`src/rtl/srlq_pkg.sv`:
```
// ----------------------------------------------------------------------------
// srlq_pkg
// Types, constants and float32 helpers (add, multiply halves, rounding) for
// the SRAD local coefficient unit.
// ----------------------------------------------------------------------------
`default_nettype none

package srlq_pkg;

  localparam logic [31:0] F_ONE       = 32'h3F80_0000;
  localparam logic [31:0] F_HALF      = 32'h3F00_0000;
  localparam logic [31:0] F_QUARTER   = 32'h3E80_0000;
  localparam logic [31:0] F_SIXTEENTH = 32'h3D80_0000;
  localparam logic [31:0] F_ZERO      = 32'h0000_0000;
  localparam logic [31:0] F_QNAN      = 32'h7FC0_0000;
  localparam logic [30:0] F_INF_MAG   = 31'h7F80_0000;

  localparam int PADDR_W = 3;
  localparam logic REG_BYPASS_IDX = 1'b0;  // word index of bypass_math

  localparam int SIDE_W       = 33;  // {flag, float word} riding along a reciprocal
  localparam int RECIP_BITS   = 3;   // quotient bits per divider stage
  localparam int RECIP_STAGES = 9;   // 27 quotient bits

  typedef struct packed {
    logic               spec;
    logic [31:0]        spec_val;
    logic               sign;
    logic signed [10:0] e0;
    logic [47:0]        p;
  } mulp_t;

  typedef struct packed {
    logic               spec;
    logic [31:0]        spec_val;
    logic               sign;
    logic signed [10:0] ea;
    logic [23:0]        m;
    logic [24:0]        r;
    logic [26:0]        q;
    logic [SIDE_W-1:0]  side;
  } recip_t;

  typedef struct packed {
    logic        vld;
    logic        cbad;
    logic [31:0] sc;
    logic [31:0] sc2;
    logic [31:0] grad;
    logic [31:0] lap;
  } front_t;

  function automatic logic is_nan(input logic [31:0] a);
    return (a[30:23] == 8'hFF) && (|a[22:0]);
  endfunction

  function automatic logic is_inf(input logic [31:0] a);
    return (a[30:23] == 8'hFF) && (a[22:0] == 23'd0);
  endfunction

  function automatic logic [5:0] lzc48(input logic [47:0] v);
    logic [5:0] n;
    logic       found;
    n     = 6'd0;
    found = 1'b0;
    for (int i = 47; i >= 0; i--) begin
      if (!found) begin
        if (v[i]) found = 1'b1;
        else n = n + 6'd1;
      end
    end
    return n;
  endfunction

  // pn has its leading one at bit 47 for a normal value with biased exponent e;
  // e below 1 denormalizes, rounding is to nearest even
  function automatic logic [31:0] round_pack(input logic sign, input logic signed [10:0] e,
                                             input logic [47:0] pn, input logic sti);
    logic [10:0] shf;
    logic [47:0] q;
    logic [47:0] msk;
    logic        lost;
    logic        st;
    logic        up;
    logic [7:0]  ef;
    logic [30:0] mag;
    if (e >= 11'sd255) return {sign, F_INF_MAG};
    shf = (e < 11'sd1) ? $unsigned(11'sd1 - e) : 11'd0;
    if (shf >= 11'd48) begin
      q    = '0;
      msk  = '1;
      lost = |pn;
    end else begin
      q    = pn >> shf[5:0];
      msk  = ~(48'hFFFF_FFFF_FFFF << shf[5:0]);
      lost = |(pn & msk);
    end
    st  = (|q[22:0]) | lost | sti;
    up  = q[23] & (st | q[24]);
    ef  = (e < 11'sd1) ? 8'd0 : e[7:0];
    mag = {ef, q[46:24]} + {30'd0, up};
    return {sign, mag};
  endfunction

  function automatic logic [31:0] fp_add(input logic [31:0] a, input logic [31:0] b);
    logic [31:0]        x;
    logic [31:0]        y;
    logic [7:0]         exe;
    logic [7:0]         eye;
    logic [7:0]         d;
    logic [26:0]        xm;
    logic [26:0]        ym;
    logic [26:0]        ys;
    logic               st;
    logic [27:0]        s;
    logic [5:0]         nlz;
    logic signed [10:0] e;
    if (is_nan(a) || is_nan(b) || (is_inf(a) && is_inf(b) && (a[31] != b[31])))
      return F_QNAN;
    if (is_inf(a)) return a;
    if (is_inf(b)) return b;
    if (b[30:0] > a[30:0]) begin
      x = b;
      y = a;
    end else begin
      x = a;
      y = b;
    end
    exe = (x[30:23] == 8'd0) ? 8'd1 : x[30:23];
    eye = (y[30:23] == 8'd0) ? 8'd1 : y[30:23];
    d   = exe - eye;
    xm  = {(x[30:23] != 8'd0), x[22:0], 3'b000};
    ym  = {(y[30:23] != 8'd0), y[22:0], 3'b000};
    if (d >= 8'd27) begin
      ys = '0;
      st = |ym;
    end else begin
      ys = ym >> d[4:0];
      st = |(ym & ~(27'h7FF_FFFF << d[4:0]));
    end
    ys[0] = ys[0] | st;
    if (x[31] ^ y[31]) s = {1'b0, xm} - {1'b0, ys};
    else s = {1'b0, xm} + {1'b0, ys};
    if (s == 28'd0) return {x[31] & y[31], 31'd0};
    nlz = lzc48({s, 20'd0});
    e   = $signed({3'b000, exe}) + 11'sd1 - $signed({5'd0, nlz});
    return round_pack(x[31], e, {s, 20'd0} << nlz, 1'b0);
  endfunction

  function automatic logic [31:0] fp_sub(input logic [31:0] a, input logic [31:0] b);
    return fp_add(a, {~b[31], b[30:0]});
  endfunction

  // first half of a multiply: specials, exponent sum and the 24x24 product
  function automatic mulp_t mul_pre(input logic [31:0] a, input logic [31:0] b);
    mulp_t      o;
    logic [7:0] eae;
    logic [7:0] ebe;
    logic       za;
    logic       zb;
    o.sign     = a[31] ^ b[31];
    za         = (a[30:0] == 31'd0);
    zb         = (b[30:0] == 31'd0);
    o.spec     = 1'b1;
    o.spec_val = F_QNAN;
    if (is_nan(a) || is_nan(b) || (is_inf(a) && zb) || (za && is_inf(b))) begin
      o.spec_val = F_QNAN;
    end else if (is_inf(a) || is_inf(b)) begin
      o.spec_val = {o.sign, F_INF_MAG};
    end else if (za || zb) begin
      o.spec_val = {o.sign, 31'd0};
    end else begin
      o.spec = 1'b0;
    end
    eae  = (a[30:23] == 8'd0) ? 8'd1 : a[30:23];
    ebe  = (b[30:23] == 8'd0) ? 8'd1 : b[30:23];
    o.e0 = $signed({3'b000, eae}) + $signed({3'b000, ebe}) - 11'sd126;
    o.p  = {24'd0, (a[30:23] != 8'd0), a[22:0]} * {24'd0, (b[30:23] != 8'd0), b[22:0]};
    return o;
  endfunction

  // second half: normalize and round
  function automatic logic [31:0] mul_post(input mulp_t m);
    logic [5:0] lz;
    if (m.spec) return m.spec_val;
    lz = lzc48(m.p);
    return round_pack(m.sign, m.e0 - $signed({5'd0, lz}), m.p << lz, 1'b0);
  endfunction

endpackage

`default_nettype wire

```
`src/rtl/srlq_recip.sv`:
```
// ----------------------------------------------------------------------------
// srlq_recip
// Pipelined float32 reciprocal, 1/a rounded to nearest even. Restoring
// division, three quotient bits a stage; a side word travels with each item.
// ----------------------------------------------------------------------------
`default_nettype none

module srlq_recip (
  input  logic                         clk,
  input  logic                         rst,
  input  logic                         en,
  input  logic                         in_vld,
  input  logic [31:0]                  in_a,
  input  logic [srlq_pkg::SIDE_W-1:0]  in_side,
  output logic                         out_vld,
  output logic [31:0]                  out_res,
  output logic [srlq_pkg::SIDE_W-1:0]  out_side
);

  localparam int N = srlq_pkg::RECIP_STAGES;

  srlq_pkg::recip_t        st [N+1];
  logic [N:0]              vld;
  srlq_pkg::recip_t        prep_c;
  logic [31:0]             post_c;
  logic [23:0]             m0;
  logic [5:0]              lz;
  logic [7:0]              e8;
  logic signed [10:0]      ef;
  logic [25:0]             qn;
  logic                    sti;

  function automatic srlq_pkg::recip_t recip_iter(input srlq_pkg::recip_t s);
    srlq_pkg::recip_t t;
    t = s;
    for (int j = 0; j < srlq_pkg::RECIP_BITS; j++) begin
      if (t.r >= {1'b0, t.m}) begin
        t.r = t.r - {1'b0, t.m};
        t.q = {t.q[25:0], 1'b1};
      end else begin
        t.q = {t.q[25:0], 1'b0};
      end
      t.r = {t.r[23:0], 1'b0};
    end
    return t;
  endfunction

  always_comb begin
    e8              = in_a[30:23];
    m0              = {(e8 != 8'd0), in_a[22:0]};
    lz              = srlq_pkg::lzc48({m0, 24'd0});
    prep_c.sign     = in_a[31];
    prep_c.spec     = 1'b1;
    prep_c.spec_val = srlq_pkg::F_QNAN;
    if (srlq_pkg::is_nan(in_a)) begin
      prep_c.spec_val = srlq_pkg::F_QNAN;
    end else if (srlq_pkg::is_inf(in_a)) begin
      prep_c.spec_val = {in_a[31], 31'd0};
    end else if (in_a[30:0] == 31'd0) begin
      prep_c.spec_val = {in_a[31], srlq_pkg::F_INF_MAG};
    end else begin
      prep_c.spec = 1'b0;
    end
    prep_c.m    = m0 << lz;
    prep_c.ea   = $signed({3'b000, (e8 == 8'd0) ? 8'd1 : e8}) - $signed({5'd0, lz});
    prep_c.r    = 25'h080_0000;  // numerator is a one followed by zeros
    prep_c.q    = '0;
    prep_c.side = in_side;
  end

  // quotient is 2^49/m: leading bit 26 only for an exact power of two
  always_comb begin
    qn  = st[N].q[26] ? st[N].q[26:1] : st[N].q[25:0];
    sti = (st[N].r != 25'd0) | (st[N].q[26] & st[N].q[0]);
    ef  = 11'sd253 - st[N].ea + $signed({10'd0, st[N].q[26]});
    if (st[N].spec) post_c = st[N].spec_val;
    else post_c = srlq_pkg::round_pack(st[N].sign, ef, {qn, 22'd0}, sti);
  end

  always_ff @(posedge clk) begin
    if (rst) begin
      vld     <= '0;
      out_vld <= 1'b0;
    end else if (en) begin
      vld     <= {vld[N-1:0], in_vld};
      out_vld <= vld[N];
    end
  end

  always_ff @(posedge clk) begin
    if (en) begin
      st[0] <= prep_c;
      for (int k = 1; k <= N; k++) st[k] <= recip_iter(st[k-1]);
      out_res  <= post_c;
      out_side <= st[N].side;
    end
  end

endmodule

`default_nettype wire

```
`config.mk`:
```
export PLATFORM = sky130hd
export DESIGN_NAME = srlq_recip
export DESIGN_NICKNAME = d
export VERILOG_FILES = /design/src/rtl/srlq_pkg.sv /design/src/rtl/srlq_recip.sv
export SDC_FILE = /design/constraint.sdc
export NUM_CORES = 2
export LEC_CHECK = 0
export ABC_AREA = 1
export BUFFER_PORTS_ARGS = -buffer_cell sky130_fd_sc_hd__buf_2
export CAP_MARGIN = 20
export CORE_MARGIN = 10
export CORE_UTILIZATION = 35
export DETAILED_ROUTE_END_ITERATION = 8
export PLACE_DENSITY = 0.54
export SETUP_SLACK_MARGIN = 0.2
export SYNTH_ARGS = -nofsm -noshare
export SYNTH_HDL_FRONTEND = slang
export SYNTH_SLANG_ARGS = --single-unit
```
`constraint.sdc`:
```
create_clock -name clk -period 13.6 [get_ports clk]
set_clock_uncertainty 0.15 [all_clocks]
set_input_delay 0 -clock clk [delete_from_list [all_inputs] [get_ports clk]]
set_output_delay 0 -clock clk [all_outputs]
set_load 0.05 [all_outputs]
```
==> out/metrics.yaml <==
hold_viol_final: 0
drt_first_pass_iters: 5
clkTransAtPathRegs_ns: 0.06
start_kind: "flop"
cts_root_buffer: "clkbuf_16"
whs_path_depth: 4
cpMostUsedCell: "nand2_1"
synthToLayoutAreaGrowth_pct: 17.44
whs_ns: 0.07969
grt_pass1_vias: 58360
vias: 59800
clock-sinks: 1113
crit_path_max_fanout: 28
dpl.hpwl_um: 157900
numPortBuffers: 134
outcome: "finished clean"
min_period_ns: 12.47
clock_latency_ns: 0.79
cp_top_family: "compound AO/OA/AOI/OAI gates"
relSlewSlack: 0.2911
critPathBufInv: 8
clockBufferDepth: 3
cp-end-kind: "flop"
synth_flop_cell: "edfxtp_1"
ant_nets: 0
ys_seq_area_frac: 0.4455
cap_viol_max_count: 0
timing.final.crit_share: 0.9167
worst_hold_path_type: "in -> reg"
synth_edf_count: 1102
worstPathArrival_ns: 12.81
routed_via_density: 4.959
syn_inst: 8476
cpPeakStageDelay_ns: 0.53
rsz0062_at_grt: "no"
worstSetupPathDepth: 81
max_freq_ghz: 0.08021
gp_congestion: 0.9266
synth-seq-cells: 1113
worst_pin_slew_ns: 1.063
async_flop_share: 0
ios: 135
grt_max_degree: 182
nNetsFinal: 9850
grt_pass1_wl_um: 313000
core_area_um2: 212300
grt_antenna_before_repair: 4
die_x_um: 482.2
globalRouteOverflowTotal: 0
route.detailed.drc: 0
drv_slew: 0
yosys-top-cells-count: "nand2_1, edfxtp_1, inv_1"
setup_viol_count_final: 0
syn_avg_cell_area_um2: 8.821
yosysMostFrequentCell: "nand2_1"
crit_type: "reg -> reg"
syn_nets: 9198
ys_types: 78
wl_um: 199400
worstPathRequired_ns: 13.94
grt_usage: 0.1663
synth_top_cell_area_share: 0.4426
start_util: 0.3522
die-area_um2: 232500
yosysTopAreaCell: "edfxtp_1"
die_y_um: 482.2
final_layout_size_suffix_gt1_frac: 0.1160
worst_r2r_path_depth: 81
wire_per_inst_um: 16.53
yosysWarningCount: 0
cp_slowest_cell: "a2111o_1"
numCtsBuffers: 132
htree_num_levels: 4
drt_iter0_markers: 3395
syn_area_um2: 74770
num_rows: 169
cts_tree: "done"
yosys-top-cells-area: "edfxtp_1, ha_1, nand2_1"
## tightest hold or removal path, cell delays in order
cell	delay, ns
dlygate4sd3_1	0.53
buf_2	0.19
inv_1	0.07
nor2_1	0.04
## path summary, 6_finish.rpt
check / startpoint / to / slack [ns]
min: in_a[31] / st[0][151]$_SDFFCE_PP0P_ / 0.08
max: st[7][86]$_DFFE_PP_ / st[8][69]$_DFFE_PP_ / 1.13
max reg2reg: st[7][86]$_DFFE_PP_ / st[8][69]$_DFFE_PP_ / 1.13
min reg2reg: st[1][2]$_DFFE_PP_ / st[2][2]$_DFFE_PP_ / 0.25
## per-layer routing
metal / GRT usage / vias to the layer above / wire, um
met5: 0 / - / 17
li1: - / 30650 / -
met4: 0.06917 / 2 / 8588
met3: 0.02082 / 347 / 6095
met2: 0.2921 / 934 / 97410
met1: 0.2056 / 27870 / 87260
## area by class of cell
type / count / area [um^2]
Fill cell: 20970 / 124500
Multi-Input combinational cell: 6209 / 37730
Sequential cell: 1113 / 33310
Timing Repair Buffer: 680 / 5165
Inverter: 992 / 3739
Tap cell: 2821 / 3530
Clock buffer: 156 / 3415
Clock inverter: 85 / 910.9
Antenna cell: 2 / 5.005
## state kept, by name, summed over array words and instances, names as in the netlist
register	flops
vld	10
st	1037
out_side	33
out_res	32
out_vld	1
## cell usage in the layout (no fill, tap or decap), drive strengths merged, types with 4 or more instances in the layout
master,instances
a2111oi,5
a211oi,13
a21o,25
a21oi,659
a221o,43
a221oi,15
a31oi,28
buf,591
bufinv,12
clkbuf,156
clkinv,76
clkinvlp,9
dfxtp,11
dlygate4sd3,89
edfxtp,1102
fa,9
ha,644
inv,980
mux2i,9
nand2,1926
nand3,430
nand3b,21
nand4,95
nor2,499
nor3,64
nor3b,4
nor4,54
o211ai,8
o21a,11
o21ai,879
o21bai,70
o31ai,19
or2,21
or4,4
xnor2,326
xor2,291
## stage by stage
step                        util  std cells  instance area [um^2]  setup TNS (ns)  setup slack, ns
final                     0.4136      12060                 87810               0            1.133
after CTS                 0.4093      12020                 86900               0           0.2368
after global placement    0.3848      11690                 81680          -1.380          -0.3669
after detailed placement  0.3848      11690                 81680          -7.554          -0.6212
after global routing      0.4136      12060                 87810               0          0.01606
after floorplan                -       8476                 74780               0           0.2533
## timing repair
item | 4_1_cts | 5_1_grt
setup buffers | 0 | 34
endpoints found under the setup margin | 2 | 155
gates resized for setup | 1 | 190
hold endpoints to repair | 154 | 0
pin swaps | 0 | 67
hold buffers | 89 | 0
## cells by family (layout without fill, tap and decap cells)
kind of cell               count (synthesis)  in the layout  synth area share
and+or+nand+nor                         3125           3125            0.1796
AOI/OAI and AO/OA                       1801           1801            0.1314
buffers and inverters                   1154           1913           0.05855
DFF                                     1113           1113            0.4455
adders and majority gates                653            653            0.1102
xor gates and xnor gates                 620            620           0.07339
muxes                                     10             10          0.001355
other                                      0              2                 0
Power is left out: the tool's default activity adds up to more than one toggle a clock period on the data nets, which glitch-free logic cannot reach.
